--- config.mk ---
export PLATFORM = sky130hd
export DESIGN_NAME = integer_to_text_formatter_top_flat
export DESIGN_NICKNAME = d
export VERILOG_FILES = /design/src/itf_pkg.sv /design/src/itf_value_if.sv /design/src/itf_char_if.sv /design/src/itf_digit_unit.sv /design/src/itf_layout.sv /design/src/integer_to_text_formatter_top.sv /design/src/flat_wrapper.sv
export SDC_FILE = /design/constraint.sdc
export NUM_CORES = 1
export LEC_CHECK = 0
export ABC_AREA = 0
export BUFFER_PORTS_ARGS = -buffer_cell sky130_fd_sc_hd__clkbuf_2
export CAP_MARGIN = 15
export CORE_UTILIZATION = 55
export CTS_BUF_LIST = sky130_fd_sc_hd__clkbuf_8
export DETAILED_ROUTE_END_ITERATION = 7
export MAX_ROUTING_LAYER = met4
export PLACE_DENSITY = 0.72
export SYNTH_ARGS = -nofsm -noshare
export SYNTH_HDL_FRONTEND = slang
export SYNTH_SLANG_ARGS = --single-unit
--- constraint.sdc ---
create_clock -name clk -period 6.3 [get_ports clk]
set_input_delay 0.315 -clock clk [delete_from_list [all_inputs] [get_ports clk]]
set_output_delay 0.315 -clock clk [all_outputs]
set_load 0.005 [all_outputs]
--- src/itf_pkg.sv ---
`timescale 1ns / 1ps
package itf_pkg;

	// Configuration port geometry.
	localparam int CFG_INDEX_W = 3;
	localparam int CFG_DATA_W = 7;

	// Register indexes.
	localparam logic [CFG_INDEX_W-1:0] REG_CONVERSION      = 3'd0;
	localparam logic [CFG_INDEX_W-1:0] REG_SIZE_QUALIFIER  = 3'd1;
	localparam logic [CFG_INDEX_W-1:0] REG_FORMAT_FLAGS    = 3'd2;
	localparam logic [CFG_INDEX_W-1:0] REG_FIELD_WIDTH     = 3'd3;
	localparam logic [CFG_INDEX_W-1:0] REG_PRECISION       = 3'd4;
	localparam logic [CFG_INDEX_W-1:0] REG_PRECISION_GIVEN = 3'd5;

	// Conversion codes.
	localparam logic [2:0] CONV_SDEC = 3'd0;
	localparam logic [2:0] CONV_UDEC = 3'd1;
	localparam logic [2:0] CONV_LHEX = 3'd2;
	localparam logic [2:0] CONV_UHEX = 3'd3;
	localparam logic [2:0] CONV_OCT  = 3'd4;
	localparam logic [2:0] CONV_BIN  = 3'd5;

	// Size qualifier codes.
	localparam logic [1:0] SIZE_INT   = 2'd0;
	localparam logic [1:0] SIZE_SHORT = 2'd1;
	localparam logic [1:0] SIZE_CHAR  = 2'd2;

	// Bit positions in the flags register.
	localparam int FLAG_SPACE = 0;
	localparam int FLAG_PLUS  = 1;
	localparam int FLAG_MINUS = 2;
	localparam int FLAG_HASH  = 3;
	localparam int FLAG_ZERO  = 4;
	localparam int FLAG_BANG  = 5;
	localparam int FLAG_CARET = 6;

	// Longest text delivered for one value.
	localparam int MAX_OUT = 64;

	// ASCII codes.
	localparam logic [7:0] CHAR_SPACE = 8'h20;
	localparam logic [7:0] CHAR_PLUS  = 8'h2B;
	localparam logic [7:0] CHAR_MINUS = 8'h2D;
	localparam logic [7:0] CHAR_ZERO  = 8'h30;
	localparam logic [7:0] CHAR_UA    = 8'h41;
	localparam logic [7:0] CHAR_UX    = 8'h58;
	localparam logic [7:0] CHAR_LB    = 8'h62;
	localparam logic [7:0] CASE_BIT   = 8'h20;

	typedef enum logic [1:0] {
		RADIX_DEC,
		RADIX_HEX,
		RADIX_OCT,
		RADIX_BIN
	} radix_t;

	typedef enum logic [2:0] {
		OP_HOLD,
		OP_LOAD_BIN,
		OP_LOAD_WORD,
		OP_DABBLE,
		OP_SHIFT
	} dig_op_t;

	typedef struct packed {
		dig_op_t op;
		radix_t  radix;
	} dig_cmd_t;

	typedef struct packed {
		logic [1:0] pfx_len;
		logic       minus;
		logic       zero;
		logic       caret;
	} pad_ctl_t;

	// Digit value to its character in the table 0123456789ABCDEF, lowercased when lower is set.
	function automatic logic [7:0] digit_char(input logic [3:0] d, input logic lower);
		logic [7:0] c;
		c = (d < 4'd10) ? (CHAR_ZERO + {4'd0, d}) : (CHAR_UA + {4'd0, d} - 8'd10);
		if (lower) begin
			c = c | CASE_BIT;
		end
		return c;
	endfunction

endpackage

--- src/itf_value_if.sv ---
`timescale 1ns / 1ps
interface itf_value_if #(
	parameter int VALUE_BITS = 32
);
	logic                  valid;
	logic                  ready;
	logic [VALUE_BITS-1:0] value;

	modport source(output valid, output value, input ready);
	modport sink(input valid, input value, output ready);
endinterface

--- src/itf_char_if.sv ---
`timescale 1ns / 1ps
interface itf_char_if;
	logic       valid;
	logic       ready;
	logic [7:0] text_char;
	logic       last;

	modport source(output valid, output text_char, output last, input ready);
	modport sink(input valid, input text_char, input last, output ready);
endinterface

--- src/itf_digit_unit.sv ---
`timescale 1ns / 1ps
module itf_digit_unit
	import itf_pkg::*;
#(
	parameter int VALUE_BITS = 32,
	parameter int DW = 48
) (
	input  logic                  clk,
	input  dig_cmd_t              cmd,
	input  logic [VALUE_BITS-1:0] mag,
	output logic [3:0]            top_digit
);

	localparam int ND = DW / 4;

	logic [DW-1:0]         word_q;
	logic [VALUE_BITS-1:0] bin_q;
	logic [DW-1:0]         adj;
	logic [DW-1:0]         shifted;

	// Add-three correction on every BCD digit before the next shift.
	always_comb begin
		for (int i = 0; i < ND; i++) begin
			adj[4*i +: 4] = (word_q[4*i +: 4] >= 4'd5) ? (word_q[4*i +: 4] + 4'd3)
				: word_q[4*i +: 4];
		end
	end

	always_comb begin
		unique case (cmd.radix)
			RADIX_DEC, RADIX_HEX: begin
				shifted = word_q << 4;
				top_digit = word_q[DW-1 -: 4];
			end
			RADIX_OCT: begin
				shifted = word_q << 3;
				top_digit = {1'b0, word_q[DW-1 -: 3]};
			end
			RADIX_BIN: begin
				shifted = word_q << 1;
				top_digit = {3'd0, word_q[DW-1]};
			end
		endcase
	end

	always_ff @(posedge clk) begin
		unique case (cmd.op)
			OP_LOAD_BIN: begin
				word_q <= '0;
				bin_q <= mag;
			end
			OP_LOAD_WORD: begin
				word_q <= DW'(mag);
			end
			OP_DABBLE: begin
				word_q <= {adj[DW-2:0], bin_q[VALUE_BITS-1]};
				bin_q <= bin_q << 1;
			end
			OP_SHIFT: begin
				word_q <= shifted;
			end
			default: begin
			end
		endcase
	end

endmodule

--- src/itf_layout.sv ---
`timescale 1ns / 1ps
module itf_layout
	import itf_pkg::*;
#(
	parameter int CW = 7
) (
	input  logic          clk,
	input  logic          arst_n,
	input  logic          start,
	input  logic [CW-1:0] ndig,
	input  logic [CW-1:0] prec,
	input  logic [CW-1:0] width,
	input  pad_ctl_t      ctl,
	output logic          done,
	output logic [CW-1:0] b1,
	output logic [CW-1:0] b2,
	output logic [CW-1:0] b3,
	output logic [CW-1:0] b4,
	output logic [CW-1:0] total
);

	localparam logic [CW-1:0] OUT_LIMIT = CW'(MAX_OUT);

	logic          a_q, b_q, c_q, d_q;
	logic [CW-1:0] num_w_q, padw_q;
	logic [CW-1:0] ps1_q, ps2_q, pz_q;
	logic [CW-1:0] b1_q, b2_q, b3_q, b4_q, n_q, total_q;
	logic [CW-1:0] pfx_ext, num_w, length, padw, spc, zpad;

	assign pfx_ext = CW'(ctl.pfx_len);
	assign num_w = (ndig > prec) ? ndig : prec;
	assign length = num_w + pfx_ext;
	assign padw = (length < width) ? (width - length) : '0;

	// Space padding goes before, after or on both sides; zero padding only without minus.
	assign spc = (ctl.minus || !ctl.zero) ? padw_q : '0;
	assign zpad = (!ctl.minus && ctl.zero) ? padw_q : '0;

	always_ff @(posedge clk or negedge arst_n) begin
		if (!arst_n) begin
			a_q <= 1'b0;
			b_q <= 1'b0;
			c_q <= 1'b0;
			d_q <= 1'b0;
		end else begin
			a_q <= start;
			b_q <= a_q;
			c_q <= b_q;
			d_q <= c_q;
		end
	end

	always_ff @(posedge clk) begin
		if (start) begin
			num_w_q <= num_w;
			padw_q <= padw;
		end
		if (a_q) begin
			ps1_q <= ctl.caret ? (spc >> 1) : (ctl.minus ? '0 : spc);
			ps2_q <= ctl.caret ? (spc - (spc >> 1)) : (ctl.minus ? spc : '0);
			pz_q <= num_w_q - ndig + zpad;
		end
		if (b_q) begin
			b1_q <= ps1_q;
			b2_q <= ps1_q + pfx_ext;
			b3_q <= ps1_q + pfx_ext + pz_q;
			b4_q <= ps1_q + pfx_ext + pz_q + ndig;
			n_q <= ps1_q + pfx_ext + pz_q + ndig + ps2_q;
		end
		if (c_q) begin
			total_q <= (n_q > OUT_LIMIT) ? OUT_LIMIT : n_q;
		end
	end

	assign done = d_q;
	assign b1 = b1_q;
	assign b2 = b2_q;
	assign b3 = b3_q;
	assign b4 = b4_q;
	assign total = total_q;

endmodule

--- src/integer_to_text_formatter_top.sv ---
`timescale 1ns / 1ps
// Printf-style integer formatter. A request on the values channel carries one raw
// value; the block answers with its text on the chars channel, one ASCII character
// per request, with last set on the final character. A value whose text is empty
// produces no character at all.
// The configuration port (cfg_we, cfg_index, cfg_data) sets conversion, size
// qualifier, flags, field width and precision; write it only while the block is idle.
// One value is handled at a time. After acceptance the shared digit unit runs:
// decimal conversions first run double-dabble over the VALUE_BITS input bits,
// then every radix strips leading zero digits at one digit per cycle (up to
// DW/4 digits for decimal and hex, DW/3 for octal, DW for binary; DW is 48 at
// the default width). Layout arithmetic follows, then one character per cycle
// while the receiver takes them. When the receiver stalls, the character stays
// in the output register and the sequencer waits. The next value is accepted as
// soon as the last character is loaded, even if it is not yet taken.
// Reset clears the sequencer and output valid and restores the register defaults
// (precision 1, everything else 0). No memory is cleared.
module integer_to_text_formatter_top
	import itf_pkg::*;
#(
	parameter int VALUE_BITS = 32,
	parameter int MAX_FIELD = 60
) (
	input  logic                   clk,
	input  logic                   arst_n,
	input  logic                   cfg_we,
	input  logic [CFG_INDEX_W-1:0] cfg_index,
	input  logic [CFG_DATA_W-1:0]  cfg_data,
	itf_value_if.sink              values,
	itf_char_if.source             chars
);

	// Decimal digits needed for the largest value, using log10(2) ~ 1233/4096.
	localparam int DEC_DIGITS = (VALUE_BITS * 1233) / 4096 + 1;
	localparam int RAW_W = (4 * DEC_DIGITS > VALUE_BITS + 3) ? 4 * DEC_DIGITS
		: VALUE_BITS + 3;
	// The digit word is a multiple of 12 bits so that every radix aligns at its top.
	localparam int DW = ((RAW_W + 11) / 12) * 12;
	localparam int CW_SPAN = (DW + MAX_FIELD + 4 > MAX_OUT + 1) ? DW + MAX_FIELD + 4
		: MAX_OUT + 1;
	localparam int CW = $clog2(CW_SPAN);
	localparam int DCW = (VALUE_BITS > 1) ? $clog2(VALUE_BITS) : 1;
	localparam logic [CW-1:0] NS_QUAD = CW'(DW / 4);
	localparam logic [CW-1:0] NS_OCT = CW'(DW / 3);
	localparam logic [CW-1:0] NS_BIN = CW'(DW);
	localparam logic [VALUE_BITS-1:0] ONES = '1;
	localparam logic [VALUE_BITS-1:0] MASK16 = ONES >> ((VALUE_BITS > 16) ? VALUE_BITS - 16 : 0);
	localparam logic [VALUE_BITS-1:0] MASK8 = ONES >> (VALUE_BITS - 8);
	localparam int MSB16 = (VALUE_BITS > 16) ? 15 : VALUE_BITS - 1;
	localparam logic [5:0] FIELD_LIMIT = 6'(MAX_FIELD);

	typedef enum logic [4:0] {
		S_IDLE   = 5'b00001,
		S_DABBLE = 5'b00010,
		S_NORM   = 5'b00100,
		S_LAYOUT = 5'b01000,
		S_EMIT   = 5'b10000
	} state_t;

	// Configuration registers.
	logic [2:0] conversion_q;
	logic [1:0] size_qualifier_q;
	logic [6:0] format_flags_q;
	logic [5:0] field_width_q;
	logic [5:0] precision_q;
	logic       precision_given_q;

	always_ff @(posedge clk or negedge arst_n) begin
		if (!arst_n) begin
			conversion_q <= CONV_SDEC;
			size_qualifier_q <= SIZE_INT;
			format_flags_q <= '0;
			field_width_q <= '0;
			precision_q <= 6'd1;
			precision_given_q <= 1'b0;
		end else if (cfg_we) begin
			unique case (cfg_index)
				REG_CONVERSION: conversion_q <= cfg_data[2:0];
				REG_SIZE_QUALIFIER: size_qualifier_q <= cfg_data[1:0];
				REG_FORMAT_FLAGS: format_flags_q <= cfg_data[6:0];
				REG_FIELD_WIDTH: field_width_q <= cfg_data[5:0];
				REG_PRECISION: precision_q <= cfg_data[5:0];
				REG_PRECISION_GIVEN: precision_given_q <= cfg_data[0];
				default: begin
				end
			endcase
		end
	end

	state_t          state_q;
	logic [DCW-1:0]  dab_cnt_q;
	logic [CW-1:0]   slots_q;
	logic [CW-1:0]   pos_q;
	radix_t          radix_q;
	logic            lower_q;
	logic [1:0]      pfx_len_q;
	logic [7:0]      pfx0_q;
	logic [7:0]      pfx1_q;
	logic            out_valid_q;
	logic [7:0]      char_q;
	logic            last_q;

	// Decode of the incoming value, used only in the cycle it is accepted.
	logic [2:0]            conv_eff;
	logic [VALUE_BITS-1:0] mask;
	logic                  msb_bit;
	logic [VALUE_BITS-1:0] raw;
	logic                  neg;
	logic [VALUE_BITS-1:0] mag;
	logic                  mag_nz;
	logic                  has_sign;
	logic [7:0]            sign_char;
	logic [1:0]            pfx_len_in;
	logic [7:0]            pfx0_in;
	logic [7:0]            pfx1_in;
	radix_t                radix_in;
	logic [CW-1:0]         ns_in;
	logic                  accept;

	assign accept = values.valid && values.ready;
	assign values.ready = (state_q == S_IDLE);
	assign conv_eff = (conversion_q > CONV_BIN) ? CONV_UDEC : conversion_q;

	always_comb begin
		unique case (size_qualifier_q)
			SIZE_SHORT: begin
				mask = MASK16;
				msb_bit = values.value[MSB16];
			end
			SIZE_CHAR: begin
				mask = MASK8;
				msb_bit = values.value[7];
			end
			default: begin
				mask = ONES;
				msb_bit = values.value[VALUE_BITS-1];
			end
		endcase
	end

	assign raw = values.value & mask;
	assign neg = (conv_eff == CONV_SDEC) && msb_bit;
	assign mag = neg ? ((~raw + VALUE_BITS'(1)) & mask) : raw;
	assign mag_nz = |mag;

	always_comb begin
		has_sign = 1'b1;
		sign_char = CHAR_SPACE;
		if (neg) begin
			sign_char = CHAR_MINUS;
		end else if (format_flags_q[FLAG_PLUS]) begin
			sign_char = CHAR_PLUS;
		end else if (!format_flags_q[FLAG_SPACE]) begin
			has_sign = 1'b0;
		end
	end

	always_comb begin
		pfx_len_in = 2'd0;
		pfx0_in = CHAR_ZERO;
		pfx1_in = ((conv_eff == CONV_BIN) ? CHAR_LB : CHAR_UX)
			| (((conv_eff == CONV_LHEX) || format_flags_q[FLAG_BANG]) ? CASE_BIT : 8'd0);
		radix_in = RADIX_DEC;
		ns_in = NS_QUAD;
		unique case (conv_eff)
			CONV_SDEC: begin
				if (has_sign) begin
					pfx_len_in = 2'd1;
					pfx0_in = sign_char;
				end
			end
			CONV_OCT: begin
				radix_in = RADIX_OCT;
				ns_in = NS_OCT;
				if (format_flags_q[FLAG_HASH] && mag_nz) begin
					pfx_len_in = 2'd1;
				end
			end
			CONV_LHEX, CONV_UHEX: begin
				radix_in = RADIX_HEX;
				if (format_flags_q[FLAG_HASH] && (format_flags_q[FLAG_BANG] || mag_nz)) begin
					pfx_len_in = 2'd2;
				end
			end
			CONV_BIN: begin
				radix_in = RADIX_BIN;
				ns_in = NS_BIN;
				if (format_flags_q[FLAG_HASH] && (format_flags_q[FLAG_BANG] || mag_nz)) begin
					pfx_len_in = 2'd2;
				end
			end
			default: begin
			end
		endcase
	end

	// Shared digit unit: double-dabble for decimal, then leading-zero stripping
	// and digit popping through the same shifter.
	dig_cmd_t   dig_cmd;
	logic [3:0] top_digit;

	itf_digit_unit #(
		.VALUE_BITS(VALUE_BITS),
		.DW(DW)
	) u_digit (
		.clk(clk),
		.cmd(dig_cmd),
		.mag(mag),
		.top_digit(top_digit)
	);

	// Layout arithmetic: padding split, segment boundaries and total length.
	logic          lay_start;
	logic          lay_done;
	logic [CW-1:0] lay_prec;
	logic [CW-1:0] lay_width;
	pad_ctl_t      lay_ctl;
	logic [CW-1:0] lay_b1, lay_b2, lay_b3, lay_b4, lay_total;

	assign lay_prec = precision_given_q
		? CW'((precision_q > FIELD_LIMIT) ? FIELD_LIMIT : precision_q) : CW'(1);
	assign lay_width = CW'((field_width_q > FIELD_LIMIT) ? FIELD_LIMIT : field_width_q);
	assign lay_ctl.pfx_len = pfx_len_q;
	assign lay_ctl.minus = format_flags_q[FLAG_MINUS];
	// A given precision cancels zero padding.
	assign lay_ctl.zero = format_flags_q[FLAG_ZERO] && !precision_given_q;
	assign lay_ctl.caret = format_flags_q[FLAG_CARET];

	itf_layout #(
		.CW(CW)
	) u_layout (
		.clk(clk),
		.arst_n(arst_n),
		.start(lay_start),
		.ndig(slots_q),
		.prec(lay_prec),
		.width(lay_width),
		.ctl(lay_ctl),
		.done(lay_done),
		.b1(lay_b1),
		.b2(lay_b2),
		.b3(lay_b3),
		.b4(lay_b4),
		.total(lay_total)
	);

	// Character selection by position within the field.
	logic       strip;
	logic       out_free;
	logic       emit;
	logic       is_last;
	logic       in_digits;
	logic [7:0] next_char;

	assign strip = (top_digit == 4'd0) && (slots_q != '0);
	assign lay_start = (state_q == S_NORM) && !strip;
	assign out_free = !out_valid_q || chars.ready;
	assign emit = (state_q == S_EMIT) && (lay_total != '0) && out_free;
	assign is_last = (pos_q == lay_total - CW'(1));
	assign in_digits = (pos_q >= lay_b3) && (pos_q < lay_b4);

	always_comb begin
		priority if (pos_q < lay_b1) begin
			next_char = CHAR_SPACE;
		end else if (pos_q < lay_b2) begin
			next_char = (pos_q == lay_b1) ? pfx0_q : pfx1_q;
		end else if (pos_q < lay_b3) begin
			next_char = CHAR_ZERO;
		end else if (pos_q < lay_b4) begin
			next_char = digit_char(top_digit, lower_q);
		end else begin
			next_char = CHAR_SPACE;
		end
	end

	always_comb begin
		dig_cmd.op = OP_HOLD;
		dig_cmd.radix = radix_q;
		unique case (state_q)
			S_IDLE: begin
				if (accept) begin
					dig_cmd.radix = radix_in;
					dig_cmd.op = (radix_in == RADIX_DEC) ? OP_LOAD_BIN : OP_LOAD_WORD;
				end
			end
			S_DABBLE: dig_cmd.op = OP_DABBLE;
			S_NORM: begin
				if (strip) begin
					dig_cmd.op = OP_SHIFT;
				end
			end
			S_EMIT: begin
				if (emit && in_digits) begin
					dig_cmd.op = OP_SHIFT;
				end
			end
			default: begin
			end
		endcase
	end

	// Sequencer.
	always_ff @(posedge clk or negedge arst_n) begin
		if (!arst_n) begin
			state_q <= S_IDLE;
			dab_cnt_q <= '0;
			slots_q <= '0;
			pos_q <= '0;
		end else begin
			unique case (state_q)
				S_IDLE: begin
					if (accept) begin
						slots_q <= ns_in;
						dab_cnt_q <= DCW'(VALUE_BITS - 1);
						state_q <= (radix_in == RADIX_DEC) ? S_DABBLE : S_NORM;
					end
				end
				S_DABBLE: begin
					if (dab_cnt_q == '0) begin
						state_q <= S_NORM;
					end else begin
						dab_cnt_q <= dab_cnt_q - DCW'(1);
					end
				end
				S_NORM: begin
					if (strip) begin
						slots_q <= slots_q - CW'(1);
					end else begin
						state_q <= S_LAYOUT;
					end
				end
				S_LAYOUT: begin
					if (lay_done) begin
						pos_q <= '0;
						state_q <= S_EMIT;
					end
				end
				S_EMIT: begin
					if (lay_total == '0) begin
						state_q <= S_IDLE;
					end else if (emit) begin
						pos_q <= pos_q + CW'(1);
						if (is_last) begin
							state_q <= S_IDLE;
						end
					end
				end
				default: state_q <= S_IDLE;
			endcase
		end
	end

	// Per-value prefix and radix, captured at acceptance.
	always_ff @(posedge clk) begin
		if (accept) begin
			radix_q <= radix_in;
			lower_q <= (conv_eff == CONV_LHEX);
			pfx_len_q <= pfx_len_in;
			pfx0_q <= pfx0_in;
			pfx1_q <= pfx1_in;
		end
	end

	// Output register.
	always_ff @(posedge clk or negedge arst_n) begin
		if (!arst_n) begin
			out_valid_q <= 1'b0;
		end else if (emit) begin
			out_valid_q <= 1'b1;
		end else if (chars.ready) begin
			out_valid_q <= 1'b0;
		end
	end

	always_ff @(posedge clk) begin
		if (emit) begin
			char_q <= next_char;
			last_q <= is_last;
		end
	end

	assign chars.valid = out_valid_q;
	assign chars.text_char = char_q;
	assign chars.last = last_q;

	// Leading-zero stripping must stop on a nonzero digit or with no digits left.
	assert property (@(posedge clk) disable iff (!arst_n)
		lay_start |-> (slots_q == '0) || (top_digit != 4'd0))
		else $error("layout started on a leading zero digit");

	// Every decimal digit leaving the double-dabble word is a valid BCD digit.
	assert property (@(posedge clk) disable iff (!arst_n)
		emit && in_digits && (radix_q == RADIX_DEC) |-> top_digit < 4'd10)
		else $error("invalid BCD digit emitted");

	// Segment boundaries are ordered and the text fits the output limit.
	assert property (@(posedge clk) disable iff (!arst_n)
		(state_q == S_EMIT) |-> (lay_total <= CW'(MAX_OUT)) && (lay_b1 <= lay_b2)
			&& (lay_b2 <= lay_b3) && (lay_b3 <= lay_b4))
		else $error("inconsistent field layout");

	// The final character is presented with last and frees the sequencer.
	assert property (@(posedge clk) disable iff (!arst_n)
		emit && is_last |=> (state_q == S_IDLE) && chars.valid && chars.last)
		else $error("last character not marked or sequencer still busy");

endmodule
--- src/flat_wrapper.sv ---
// flat-port wrapper written by rule: the top's interface ports become plain ports
module integer_to_text_formatter_top_flat import itf_pkg::*;
#(
	parameter int VALUE_BITS = 32,
	parameter int MAX_FIELD = 60
)
  (clk, arst_n, cfg_we, cfg_index, cfg_data, values_valid, values_value, values_ready, chars_valid, chars_text_char, chars_last, chars_ready);
  itf_value_if #(.VALUE_BITS(VALUE_BITS)) values_i ();
  itf_char_if chars_i ();
  input  logic clk;
  input  logic arst_n;
  input  logic cfg_we;
  input  logic [CFG_INDEX_W-1:0] cfg_index;
  input  logic [CFG_DATA_W-1:0] cfg_data;
  input wire logic [$bits(values_i.valid)-1:0] values_valid;
  input wire logic [$bits(values_i.value)-1:0] values_value;
  output wire logic [$bits(values_i.ready)-1:0] values_ready;
  output wire logic [$bits(chars_i.valid)-1:0] chars_valid;
  output wire logic [$bits(chars_i.text_char)-1:0] chars_text_char;
  output wire logic [$bits(chars_i.last)-1:0] chars_last;
  input wire logic [$bits(chars_i.ready)-1:0] chars_ready;
  assign values_i.valid = values_valid;
  assign values_i.value = values_value;
  assign values_ready = values_i.ready;
  assign chars_valid = chars_i.valid;
  assign chars_text_char = chars_i.text_char;
  assign chars_last = chars_i.last;
  assign chars_i.ready = chars_ready;
  integer_to_text_formatter_top #(.VALUE_BITS(VALUE_BITS), .MAX_FIELD(MAX_FIELD)) u_core (.clk(clk), .arst_n(arst_n), .cfg_we(cfg_we), .cfg_index(cfg_index), .cfg_data(cfg_data), .values(values_i), .chars(chars_i));
endmodule
# After elaboration in Yosys (flattened, before gate mapping)

Index checks and enable logic that the tools add are counted.

Flip-flop bits (word level): 241
Input port bits: 47
Output and inout bits: 11
Word-level logic and storage cells: 260

$add $sub $neg: 29
$lt $le $gt $ge: 24
Eq/ne operators: 35
Multiplexer cells: 76
Bitwise operators: 6
Reduce and logical (&&, ||, !) cells: 53

Operators with widths:

| operator                                                                            | count |
|---|---|
| 48-bit case mux with 4 select lines                                                 | 1 |
| 48-bit case mux with 3 select lines                                                 | 1 |
| 32-bit case mux with 2 select lines                                                 | 2 |
| 7-bit 2-to-1 mux                                                                    | 11 |
| 32-bit bitwise AND                                                                  | 2 |
| 5-bit 2-to-1 mux                                                                    | 11 |
| 4-bit by 3-bit greater-or-equal comparator with 1-bit output, second input constant | 12 |
| 4-bit 2-to-1 mux                                                                    | 12 |
| 4-bit by 2-bit adder with 4-bit output, second input constant                       | 11 |
| 6-bit 2-to-1 mux                                                                    | 7 |
| 8-bit 2-to-1 mux                                                                    | 5 |
| 7-bit < comparator                                                                  | 5 |
| 32-bit by 1-bit adder with 32-bit output, second input constant                     | 1 |
| 32-bit 2-to-1 mux                                                                   | 1 |
| 32-bit inverter                                                                     | 1 |
| 32-bit OR reduction                                                                 | 1 |
| 7-bit adder                                                                         | 4 |
| 7-bit case mux with 2 select lines                                                  | 2 |
| 5-bit case mux with 5 select lines                                                  | 1 |
| 3-bit by 2-bit == test with 1-bit output, second input constant                     | 6 |
| 3-bit == test, second input constant                                                | 5 |
| 3-bit 2-to-1 mux                                                                    | 5 |
| 7-bit by 2-bit adder with 7-bit output                                              | 2 |
| 7-bit == test                                                                       | 2 |
| other kinds (53)                                                                    | 112 |

# Longest topological paths before layout

Gate-level depths: netlist of run 1.

Depth in word-level cells: 19
Mapped depth: 22
Gate-level depth less buffers: 22

# Hierarchy

From an unflattened synthesis of run 1, not the netlist that was laid out.

Cells, all modules: 1,635
Area total of the unflattened synthesis: 16,006.6 µm²

Modules (own cells, without submodules):

| module                        | instances | cells an instance | area an instance (µm²) | seq. area each (µm²) |
|---|---|---|---|---|
| itf_digit_unit                | 1         | 601               | 5,580.4                | 2,402.3 |
| integer_to_text_formatter_top | 1         | 607               | 5,440.2                | 1,854.3 |
| itf_layout                    | 1         | 427               | 4,986.0                | 2,412.3 |

# Worst setup path before layout of run 1

Ideal clock, no wire load.

Kind: register to register
Start: register u_core.state_q[4]
End: register u_core.u_digit.word_q[0], enable pin
Library setup time: 0.707 ns
Arrival time: 4.051 ns
Data required time: 5.593 ns
Setup slack: 1.542 ns
Cell stages (with the launch flop): 12
Path buffers: 2
Period minus slack after synthesis: 4.758 ns
Path through: dfrtp_1 nor4_1 nand3_1 clkbuf_1 a31oi_1 o221ai_1 ha_1 o221ai_1 nor2_1 a31oi_2 clkbuf_1 nand3_1

Cells in the longest elaborated chain, start to end: 13
Elaborated cells between the ends (all ways): 26
Those cells by class: 11 x eq/ne; 6 x mux; 9 x reduce/logical

Ends and longest elaborated chain:

| element                                                                            | RTL line                                                                   | text |
|---|---|---|
| start, declared                                                                    | integer_to_text_formatter_top.sv:90                                        | `state_t state_q;` |
| start signal, assigned                                                             | integer_to_text_formatter_top.sv:315                                       | `state_q <= (radix_in == RADIX_DEC) ? S_DABBLE : S_NORM;` |
| 5-bit by 1-bit == test with 1-bit output                                           | integer_to_text_formatter_top.sv:121, integer_to_text_formatter_top.sv:279 |  |
| 1-bit logical AND                                                                  | integer_to_text_formatter_top.sv:120                                       | `assign accept = values.valid && values.ready;` |
| 5-bit 2-to-1 mux                                                                   | integer_to_text_formatter_top.sv:281                                       | `if (accept) begin` |
| 2-bit 2-to-1 mux                                                                   | integer_to_text_formatter_top.sv:279                                       | `unique case (state_q)` |
| 2-bit by 1-bit == test with 1-bit output / 2-bit zero test (equally long branches) | itf_digit_unit.sv:30                                                       | `unique case (cmd.radix)` |
| 2-bit OR reduction                                                                 | itf_digit_unit.sv:30                                                       |  |
| 4-bit case mux with 3 select lines                                                 | itf_digit_unit.sv:30                                                       |  |
| 4-bit zero test                                                                    | integer_to_text_formatter_top.sv:255                                       | `assign strip = (top_digit == 4'd0) && (slots_q != '0);` |
| 1-bit logical AND                                                                  | integer_to_text_formatter_top.sv:255                                       |  |
| 3-bit 2-to-1 mux                                                                   | integer_to_text_formatter_top.sv:288                                       | `if (strip) begin` |
| 3-bit case mux with 4 select lines *                                               | integer_to_text_formatter_top.sv:279                                       |  |
| 3-bit by 2-bit == test with 1-bit output, or another cell as far along             | itf_digit_unit.sv:47                                                       | `unique case (cmd.op)` |
| 4-bit nonzero test (no line) *                                                     | -                                                                          |  |
| end signal, assigned                                                               | itf_digit_unit.sv:53                                                       | `word_q <= DW'(mag);` |
| end signal, assigned                                                               | itf_digit_unit.sv:56                                                       | `word_q <= {adj[DW-2:0], bin_q[VALUE_BITS-1]};` |
| end signal, assigned                                                               | itf_digit_unit.sv:60                                                       | `word_q <= shifted;` |
| end, declared                                                                      | itf_digit_unit.sv:16                                                       | `logic [DW-1:0] word_q;` |

Every way passes the cells marked *; elsewhere a longest branch is shown, timed or not.
A chain may end at the register's enable or synchronous reset.

# Worst setup path after layout of run 1

Start: register u_core.precision_given_q
End: register u_core.u_layout.padw_q[6], data pin

Cells in the longest elaborated chain, start to end: 5
Elaborated cells between the ends (all ways): 6
Those cells by class: 2 x add/sub; 2 x order compare; 2 x mux

Ends and longest elaborated chain:

| element                                                       | RTL line                             | text |
|---|---|---|
| start, declared                                               | integer_to_text_formatter_top.sv:66  | `logic precision_given_q;` |
| start signal, assigned                                        | integer_to_text_formatter_top.sv:83  | `REG_PRECISION_GIVEN: precision_given_q <= cfg_data[0];` |
| 7-bit 2-to-1 mux *                                            | integer_to_text_formatter_top.sv:221 | `? CW'((precision_q > FIELD_LIMIT) ? FIELD_LIMIT : precision_q) : CW'(1);` |
| 7-bit greater-than comparator                                 | itf_layout.sv:31                     | `assign num_w = (ndig > prec) ? ndig : prec;` |
| 7-bit 2-to-1 mux *                                            | itf_layout.sv:31                     |  |
| via u_core.u_layout.num_w[0]                                  | itf_layout.sv:28                     | `logic [CW-1:0] pfx_ext, num_w, length, padw, spc, zpad;` |
| 7-bit by 2-bit adder with 7-bit output *                      | itf_layout.sv:32                     | `assign length = num_w + pfx_ext;` |
| 7-bit subtractor / 7-bit < comparator (equally long branches) | itf_layout.sv:33                     | `assign padw = (length < width) ? (width - length) : '0;` |
| end signal, assigned                                          | itf_layout.sv:56                     | `padw_q <= padw;` |
| end, declared                                                 | itf_layout.sv:25                     | `logic [CW-1:0] num_w_q, padw_q;` |

The timed path passes the listed nets; every way through them passes the cells marked *.

==> results of run 1 <==
==> layout by cell type, fill, tap and decap left out, types with 27 or more instances in the layout <==
cell type	count
nand2_1	133
o22ai_1	49
inv_1	126
clkbuf_2	56
nor3_1	27
edfxtp_1	177
a21o_1	28
ha_1	110
xor2_1	27
nand2b_1	34
o21ai_0	75
nand3_1	27
nor2_1	92
clkbuf_8	44
dfrtp_1	52
a21oi_1	99
xnor2_1	59
mux2_2	29
==> cells in the mapped netlist (all sizes together) (10+ instances only) <==
master	instances
edfxtp	177
nand2	133
inv	119
ha	110
a21oi	99
nor2	93
o21ai	81
xnor2	59
dfrtp	52
clkbuf	51
o22ai	49
nand2b	34
mux2	29
nor3	29
a21o	28
nand3	28
nor3b	27
xor2	27
nor2b	24
o221ai	24
a211o	23
o31ai	16
buf	14
nand4	14
fa	13
o21bai	12
o32ai	12
and2	11
mux2i	11
or3	10
==> metal layers <==
layer  GRT usage  vias to the layer above
met2       0.379                      400
li1            -                     5678
met5           -                        -
met3      0.0367                       62
met1       0.373                     5596
met4      0.0719                        0
==> power breakdown <==
part / internal, mW / switching, mW / total (mW) / leakage, nW
clock network: 0.687 / 0.617 / 1.30 / 0.427
logic: 1.41 / 2.08 / 3.48 / 4.04
registers: 2.30 / 0.381 / 2.68 / 2.30
total: 4.39 / 3.07 / 7.47 / 6.76
==> area by class of cell <==
type,count,area (sq um),share of cell area
multi-input combinational,1102,7850,0.475
sequential,231,6670,0.403
clock buffer,44,606,0.0366
inverter,119,447,0.0270
tap,341,427,0.0258
timing repair buffer,71,398,0.0240
clock inverter,27,148,0.00892
==> worst reg2reg max path, delay by kind of cell (launching register included) <==
family / cells / cell delay [ns]
flip-flops: 1 / 0.53
adder cells (fa/ha/maj): 4 / 1.30
AO/OA/AOI/OAI: 8 / 2.19
AND/OR/NAND/NOR: 3 / 0.54
buffers and inverters: 1 / 0.06
XOR/XNOR: 1 / 0.11
==> cell families (layout without fill, tap and decap cells) <==
| kind of cell | Yosys count | count (layout) | synth area share |
|---|---|---|---|
| simple gates | 440 | 440 | 0.147 |
| compound gates | 412 | 412 | 0.181 |
| flops | 231 | 231 | 0.439 |
| buf+inv | 184 | 261 | 0.0471 |
| fa+ha+maj | 123 | 123 | 0.108 |
| xor+xnor | 86 | 86 | 0.0496 |
| mux | 40 | 40 | 0.0287 |
| other cells | 1 | 1 | 0.000247 |
==> worst max path at each step <==
stage | endpoint | startpoint | slack (ns) | cells after the start
2_1_floorplan | u_core.u_digit.word_q[0]$_SDFFCE_PN0P_ | u_core.state_q[4]$_DFFE_PN0P_ | 1.54 | 11
3_3_place_gp | u_core.u_layout.padw_q[6]$_SDFFCE_PP0P_ | u_core.precision_given_q$_DFFE_PN0P_ | 1.64 | 19
3_5_place_dp | u_core.u_layout.padw_q[6]$_SDFFCE_PP0P_ | u_core.precision_given_q$_DFFE_PN0P_ | 1.34 | 17
4_1_cts | u_core.u_layout.padw_q[6]$_SDFFCE_PP0P_ | u_core.precision_given_q$_DFFE_PN0P_ | 1.31 | 17
5_1_grt | u_core.u_layout.padw_q[6]$_SDFFCE_PP0P_ | u_core.precision_given_q$_DFFE_PN0P_ | 0.84 | 20
6_report | u_core.u_layout.padw_q[6]$_SDFFCE_PP0P_ | u_core.precision_given_q$_DFFE_PN0P_ | 1.32 | 17
==> stage by stage <==
stage | instances | area (sq um) | power [mW] | setup WS (ns)
after global placement | 1862 | 15800 | 6.02 | 1.64
after detailed placement | 1862 | 15800 | 6.14 | 1.34
after CTS | 1935 | 16500 | 7.46 | 1.31
after global routing | 1935 | 16500 | 8.03 | 0.838
final | 1935 | 16500 | 7.47 | 1.32
after floorplan | 1517 | 15200 | 5.24 | 1.54
==> results_tabular.tex, run 1 <==
\begin{tabular}{lr}
\hline
Metric & Value \\
\hline
\multicolumn{2}{l}{\textbf{Worst setup path}} \\
Cell family with most CP delay & compound AO/OA/AOI/OAI gates \\
Reg-to-Reg End & u\_core.u\_layout.padw\_q[6]\$\_SDFFCE\_PP0P\_ \\
Data arrival, critical path & 5.28 ns \\
Worst path required time & 6.60 ns \\
Most used cell, CP & ha\_1 \\
Ordered list of cells on the worst path & nand2\_1, ha\_1, a21o\_1, a211o\_1, o21bai\_1, nor2\_1, a31oi\_1, ha\_1, inv\_1, fa\_1, nor3\_1, xnor2\_1, ha\_1, a21o\_1, a21oi\_1, o21bai\_1, a2111oi\_0 \\
Crit Path Category & flip-flop to flip-flop \\
Buffers \& Inverters on Critical Path & 1 \\
Maximum single-stage delay on the critical path & 0.53 ns \\
R2R depth & 17 \\
Reg2reg setup slack & 1.32 ns \\
Critical path's slowest cell & dfrtp\_1 \\
Kind of end point of the critical path & flip-flop \\
Critical path launch point type & flip-flop \\
Reg2reg start & u\_core.precision\_given\_q\$\_DFFE\_PN0P\_ \\
Largest fanout on the critical path & 12 \\
\multicolumn{2}{l}{\textbf{Drt}} \\
Vias post-DR & 11700 \\
Met1 Wirelength & 16.6 mm \\
First drt pass iteration count & 5 \\
Met2 routed WL & 15.2 mm \\
Avg Vias per Cell & between 6 and 7 \\
Total wire length & between 30 and 40 mm \\
DRC violation total after the first TritonRoute iteration & approximately 980 \\
\# DRC & 0 \\
Highest metal layer with signal wires & met4 \\
Detailed-routed wire length on met3 & 2.23 mm \\
Routed len/inst & 18.0 microns \\
Antenna-violating nets left & 0 \\
\multicolumn{2}{l}{\textbf{Power}} \\
Power density over the cells & 451 nW/um\^{}2 \\
Highest ir drop seen on vdd & 0.368 mV \\
Total leakage power & 6.76 nW \\
\multicolumn{2}{l}{\textbf{Clocking}} \\
Setup Fix Bufs, Post-CTS & 0 \\
Hold buffer count at cts & 2 \\
Maximum count of clock buffers along a single path & 3 \\
CTS buffer count & 40 \\
CTS root buffer & clkbuf\_8 \\
Total number of clock tree sinks & 231 \\
Clock latency reported for the late side of the worst-skew pair & 0.56 ns \\
CTS tree & yes \\
Total number of H-tree levels & 2 \\
\# resized after CTS & 0 \\
Clock transition time at the flip-flop clock pins of the worst setup and hold paths & 0.06 ns \\
\multicolumn{2}{l}{\textbf{Yosys}} \\
Number of synthesized flops with an enable pin & approximately 180 \\
Largest area contributor in the synthesized netlist & edfxtp\_1 \\
Netlist area before placement & 15200 sq um \\
YS warnings & 0 \\
Dominant cells by area after synthesis & edfxtp\_1 35\%, ha\_1 9.1\%, dfrtp\_1 8.6\% \\
Mapped Nets & 1687 \\
Flops \& latches, synth & 231 \\
Per-instance average area after synthesis & 10.0 sq um \\
Area share of the leading cell type in the synthesized netlist & 0.350 \\
Async S/R FF share, synth & 0.234 \\
Proportion of synthesized chip area in sequential cells & 0.439 \\
Distinct cell type count after synthesis & 84 \\
Number of instances in the synthesized netlist & 1517 \\
Dominant register cell in the synthesized netlist & edfxtp\_1 \\
\multicolumn{2}{l}{\textbf{Final layout}} \\
Fin util & 0.612 \\
Top reg by flops & u\_core.u\_digit.word\_q \\
Number of flip-flops under the largest register name & 48 \\
Layout cell share with drive strength beyond 1 & 0.112 \\
Area growth syn-to-layout & 8.86\% \\
Ant diodes & 0 \\
Net count, final & 1735 \\
Number of fill cells & $\sim$2200 \\
Leading registers by flop count & u\_core.u\_digit.word\_q: 48 flops, u\_core.u\_digit.bin\_q: 32 flops \\
\multicolumn{2}{l}{\textbf{Timing}} \\
Final period demand of the worst path & $\sim$5 ns \\
RSZ-0062 raised after global routing & false \\
Final setup viols & 0 \\
Slew at the pin with the worst max-slew slack & 1.08 ns \\
Maximum achievable frequency & 201 MHz \\
Count of pins over their slew limit & 0 \\
Fin Setup TNS & 0 ns \\
Max Clock Skew & 0.0274 ns \\
Final worst-path cycle share & 0.791 \\
Relative slew slack & 0.281 \\
Post-route worst hold slack & between 0.03 and 0.04 ns \\
Number of failing hold endpoints at the final stage & 0 \\
\multicolumn{2}{l}{\textbf{Global routing}} \\
Number of global-route vias before repair & 11000 \\
Initial antenna violation count & 1 \\
Largest net degree at the start of global routing & 66 \\
Aggregate global routing overflow & 0 \\
Global-route usage over all layers & 0.258 \\
First-pass GRT wire length & 57.0 mm \\
\multicolumn{2}{l}{\textbf{Floorplanning}} \\
Die Height & roughly 170 microns \\
Die outline area & around 28000 sq um \\
Initial core utilization & 0.562 \\
Count of pins on the block boundary & a little under 60 \\
Row cnt & 60 \\
Core Area & 27000 sq um \\
Chip width & 168 microns \\
\multicolumn{2}{l}{\textbf{Run}} \\
Max cap viols & 0 \\
\multicolumn{2}{l}{\textbf{Placement}} \\
Routability congestion estimate & a little under 0.9 \\
Half-perimeter wire length after detailed placement & 24.5 mm \\
I/O Buffers & 56 \\
\multicolumn{2}{l}{\textbf{Worst hold path}} \\
End point of the worst hold path & u\_core.field\_width\_q[4]\$\_DFFE\_PN0P\_ \\
Worst Hold Path Cells & 2 \\
Worst hold path startpoint & cfg\_data[4] \\
Hold/Removal Path Class & input pin to flip-flop \\
\multicolumn{2}{l}{\textbf{Status}} \\
Status & complete, no violations \\
\hline
\end{tabular}
Power figures use the tool's default switching activity.
==> run 2, diff against run 1 <==
- clock period: 6.3 -> 4.87 ns (I/O delays scaled with it)
==> run 2 against run 1 <==
Compared with the run above: first-iteration DRC count shrank 4.0%; combinational power grew 34%; design area grew 1.9%; via count grew 0.99%; clock power grew 46%; sequential share of layout area shrank 0.73 points; sequential power grew 28%; critical path depth grew 5; register-to-register slack lost 0.92 ns; worst setup slack lost 0.92 ns; power grew 34%; critical path type unchanged; largest cell class unchanged; highest routed layer unchanged.
==> results_tabular.tex, run 2 (synthesis results as in run 1) <==
\begin{tabular}{lr}
\hline
Metric & Value \\
\hline
\multicolumn{2}{l}{\textbf{Worst hold path}} \\
Worst Hold Path Cells & 3 (was 2) \\
Hold/Removal Path Class & input pin to flip-flop (unchanged) \\
\multicolumn{2}{l}{\textbf{Worst setup path}} \\
R2R depth & 22 (was 17) \\
Data arrival, critical path & 4.74 ns (was 5.28 ns) \\
Worst path required time & 5.14 ns (was 6.60 ns) \\
Capture point of the worst path & u\_core.u\_layout.padw\_q[4]\$\_SDFFCE\_PP0P\_ (was u\_core.u\_layout.padw\_q[6]\$\_SDFFCE\_PP0P\_) \\
Reg2reg start & u\_core.precision\_q[5]\$\_DFFE\_PN0P\_ (was u\_core.precision\_given\_q\$\_DFFE\_PN0P\_) \\
Buffers \& Inverters on Critical Path & 2 (was 1) \\
Reg-to-Reg End & u\_core.u\_layout.padw\_q[4]\$\_SDFFCE\_PP0P\_ (was u\_core.u\_layout.padw\_q[6]\$\_SDFFCE\_PP0P\_) \\
Kind of end point of the critical path & flip-flop (unchanged) \\
Maximum single-stage delay on the critical path & 0.47 ns (was 0.53 ns) \\
Critical path's slowest cell & fa\_1 (was dfrtp\_1) \\
Crit Path Category & flip-flop to flip-flop (unchanged) \\
Reg2reg setup slack & 0.40 ns (was 1.32 ns) \\
Startpoint of the most critical setup path & u\_core.precision\_q[5]\$\_DFFE\_PN0P\_ (was u\_core.precision\_given\_q\$\_DFFE\_PN0P\_) \\
Critical path launch point type & flip-flop (unchanged) \\
Number of stages on the worst setup path & 22 (was 17) \\
Cell family with most CP delay & compound AO/OA/AOI/OAI gates (unchanged) \\
Ordered list of cells on the worst path & nand4\_1, nand3\_1, ha\_1, nor2b\_1, o21ai\_0, a21oi\_1, o21bai\_1, buf\_4, nor2\_1, a31oi\_1, ha\_2, inv\_1, fa\_1, ha\_1, nor2b\_1, o21ai\_0, nand2b\_1, a21o\_1, a21o\_1, a21oi\_1, o21bai\_4, nor3\_1 (was nand2\_1, ha\_1, a21o\_1, a211o\_1, o21bai\_1, nor2\_1, a31oi\_1, ha\_1, inv\_1, fa\_1, nor3\_1, xnor2\_1, ha\_1, a21o\_1, a21oi\_1, o21bai\_1, a2111oi\_0) \\
Largest fanout on the critical path & 9 (was 12) \\
\multicolumn{2}{l}{\textbf{Clocking}} \\
Total number of H-tree levels & 2 (unchanged) \\
CTS buffer count & 41 (was 40) \\
Clock latency reported for the late side of the worst-skew pair & 0.55 ns (was 0.56 ns) \\
Maximum count of clock buffers along a single path & 3 (unchanged) \\
CTS root buffer & clkbuf\_8 (unchanged) \\
Total number of clock tree sinks & 231 (unchanged) \\
CTS tree & yes (unchanged) \\
Clock transition time at the flip-flop clock pins of the worst setup and hold paths & 0.06 ns (about the same) \\
\multicolumn{2}{l}{\textbf{Final layout}} \\
Area growth syn-to-layout & 10.9\% (was 8.86\%) \\
Net count, final & 1754 (was 1735) \\
Commonest cells after routing, fill and taps aside & 177 x edfxtp\_1, 133 x nand2\_1, 126 x inv\_1, 109 x ha\_1, 99 x a21oi\_1 (was 177 x edfxtp\_1, 133 x nand2\_1, 126 x inv\_1, 110 x ha\_1, 99 x a21oi\_1) \\
Layout cell share with drive strength beyond 1 & 0.125 (was 0.112) \\
Ant diodes & 0 (unchanged) \\
Number of fill cells & 2226 (was 2215) \\
Leading cell type in the layout, fill and taps excluded & edfxtp\_1 (unchanged) \\
Fin util & 0.624 (was 0.612) \\
Number of flip-flops under the largest register name & 48 (unchanged) \\
Leading registers by flop count & u\_core.u\_digit.word\_q: 48 flops, u\_core.u\_digit.bin\_q: 32 flops (unchanged) \\
Top reg by flops & u\_core.u\_digit.word\_q (unchanged) \\
Area of all placed cells without fillers & 16900 sq um (was 16500 sq um) \\
\multicolumn{2}{l}{\textbf{Timing}} \\
Final worst-path cycle share & 0.917 (was 0.791) \\
Number of failing hold endpoints at the final stage & 0 (unchanged) \\
RSZ-0062 raised after global routing & false (unchanged) \\
Count of pins over their slew limit & 0 (unchanged) \\
Maximum achievable frequency & 224 MHz (was 201 MHz) \\
Final period demand of the worst path & 4.47 ns (was 4.98 ns) \\
Relative slew slack & 0.276 (was 0.281) \\
Final setup viols & 0 (unchanged) \\
Fin Setup TNS & 0 ns (unchanged) \\
Slew at the pin with the worst max-slew slack & 1.08 ns (about the same) \\
Max Clock Skew & 0.0247 ns (was 0.0274 ns) \\
\multicolumn{2}{l}{\textbf{Global routing}} \\
Initial antenna violation count & 0 (was 1) \\
First-pass GRT wire length & 57.4 mm (was 57.0 mm) \\
Number of global-route vias before repair & 11300 (was 11000) \\
Aggregate global routing overflow & 0 (unchanged) \\
Largest net degree at the start of global routing & 66 (unchanged) \\
Global-route usage over all layers & 0.261 (was 0.258) \\
\multicolumn{2}{l}{\textbf{Power}} \\
Total Power & 10.0 mW (was 7.47 mW) \\
Relative contribution of combinational cells to total power & 0.466 (about the same) \\
Switching Share & 0.404 (was 0.412) \\
Power density over the cells & 593 nW/um\^{}2 (was 451 nW/um\^{}2) \\
Highest ir drop seen on vdd & 0.415 mV (was 0.368 mV) \\
Total leakage power & 6.90 nW (was 6.76 nW) \\
Design internal power & 5.96 mW (was 4.39 mW) \\
Relative contribution of the clock network to total power & 0.190 (was 0.175) \\
Portion of total power attributed to sequential cells & 0.343 (was 0.359) \\
Switching component of the power & 4.04 mW (was 3.07 mW) \\
\multicolumn{2}{l}{\textbf{Drt}} \\
DRC violation total after the first TritonRoute iteration & 942 (was 981) \\
Avg Vias per Cell & 6.06 (was 6.07) \\
\# DRC & 0 (unchanged) \\
Antenna-violating nets left & 0 (unchanged) \\
Vias post-DR & 11900 (was 11700) \\
First drt pass iteration count & 5 (unchanged) \\
Total wire length & 35.1 mm (was 34.8 mm) \\
Routed len/inst & 17.9 microns (was 18.0 microns) \\
\multicolumn{2}{l}{\textbf{Floorplanning}} \\
Core Area & 27000 sq um (unchanged) \\
Die outline area & 28300 sq um (unchanged) \\
Chip width & 168 microns (unchanged) \\
Count of pins on the block boundary & 58 (unchanged) \\
Initial core utilization & 0.562 (unchanged) \\
Die Height & 168 microns (unchanged) \\
Row cnt & 60 (unchanged) \\
\multicolumn{2}{l}{\textbf{Placement}} \\
Placement Cell Area & 15800 sq um (about the same) \\
Routability congestion estimate & 0.895 (was 0.893) \\
I/O Buffers & 56 (unchanged) \\
Half-perimeter wire length after detailed placement & 24.8 mm (was 24.5 mm) \\
\multicolumn{2}{l}{\textbf{Status}} \\
Status & complete, no violations (unchanged) \\
\multicolumn{2}{l}{\textbf{Run}} \\
Max cap viols & 0 (unchanged) \\
\hline
\end{tabular}
run 2: what timing repair did:
item	in CTS	in global routing
hold endpoints to repair	68	0
endpoints found under the setup margin	0	7
hold buffers	9	0
gates resized for setup	0	6
buffers inserted	0	1
run 2: per-layer routing:
metal / wire length [microns] / global-route usage / part of all wire
met2: 15400 / 0.386 / 0.44
met1: 16600 / 0.370 / 0.47
met5: 0 / - / 0
met4: 804 / 0.0794 / 0.023
met3: 2310 / 0.0418 / 0.066
run 2: per-stage QoR:
step / hold WS, ns / worst slack, ns / instances
floorplan: -0.0521 / 0.112 / 1517
global placement: 0.446 / 0.453 / 1871
detailed placement: 0.441 / 0.315 / 1871
CTS: 0.0362 / 0.280 / 1955
global route: 0.0462 / 0.0377 / 1957
finish: 0.0465 / 0.402 / 1957
run 2: area by class of cell:
| cell class | count | area (sq um) | share of cell area |
|---|---|---|---|
| Multi-Input combinational cell | 1102 | 7870 | 0.467 |
| Sequential cell | 231 | 6670 | 0.396 |
| Clock buffer | 49 | 674 | 0.0400 |
| Timing Repair Buffer | 89 | 558 | 0.0331 |
| Inverter | 119 | 447 | 0.0265 |
| Tap cell | 341 | 427 | 0.0253 |
| Clock inverter | 26 | 206 | 0.0122 |
run 2: worst min-delay path by stage:
stage                start                                endpoint  slack, ns
2_1_floorplan       arst_n          u_core.chars.valid$_DFFE_PN0P_      -0.05
3_3_place_gp        arst_n  u_core.size_qualifier_q[1]$_DFFE_PN0P_       0.45
3_5_place_dp        arst_n  u_core.size_qualifier_q[0]$_DFFE_PN0P_       0.44
4_1_cts        cfg_data[0]  u_core.size_qualifier_q[0]$_DFFE_PN0P_       0.04
5_1_grt        cfg_data[0]       u_core.precision_q[0]$_DFFE_PN1P_       0.05
6_report       cfg_data[0]  u_core.size_qualifier_q[0]$_DFFE_PN0P_       0.05
run 2: tightest hold or removal path, cell delays in order:
cell	delay, ns
clkbuf_2	0.16
nand2_1	0.07
o21ai_0	0.07
run 2: power groups by stage:
stage                     registers, mW  clock network [mW]  logic (mW)
after floorplan                    3.34                   0        3.43
after global routing               3.50                2.02        5.20
after detailed placement           3.46                   0        4.54
after global placement             3.44                   0        4.41
after CTS                          3.42                1.95        4.57
final                              3.43                1.90        4.66
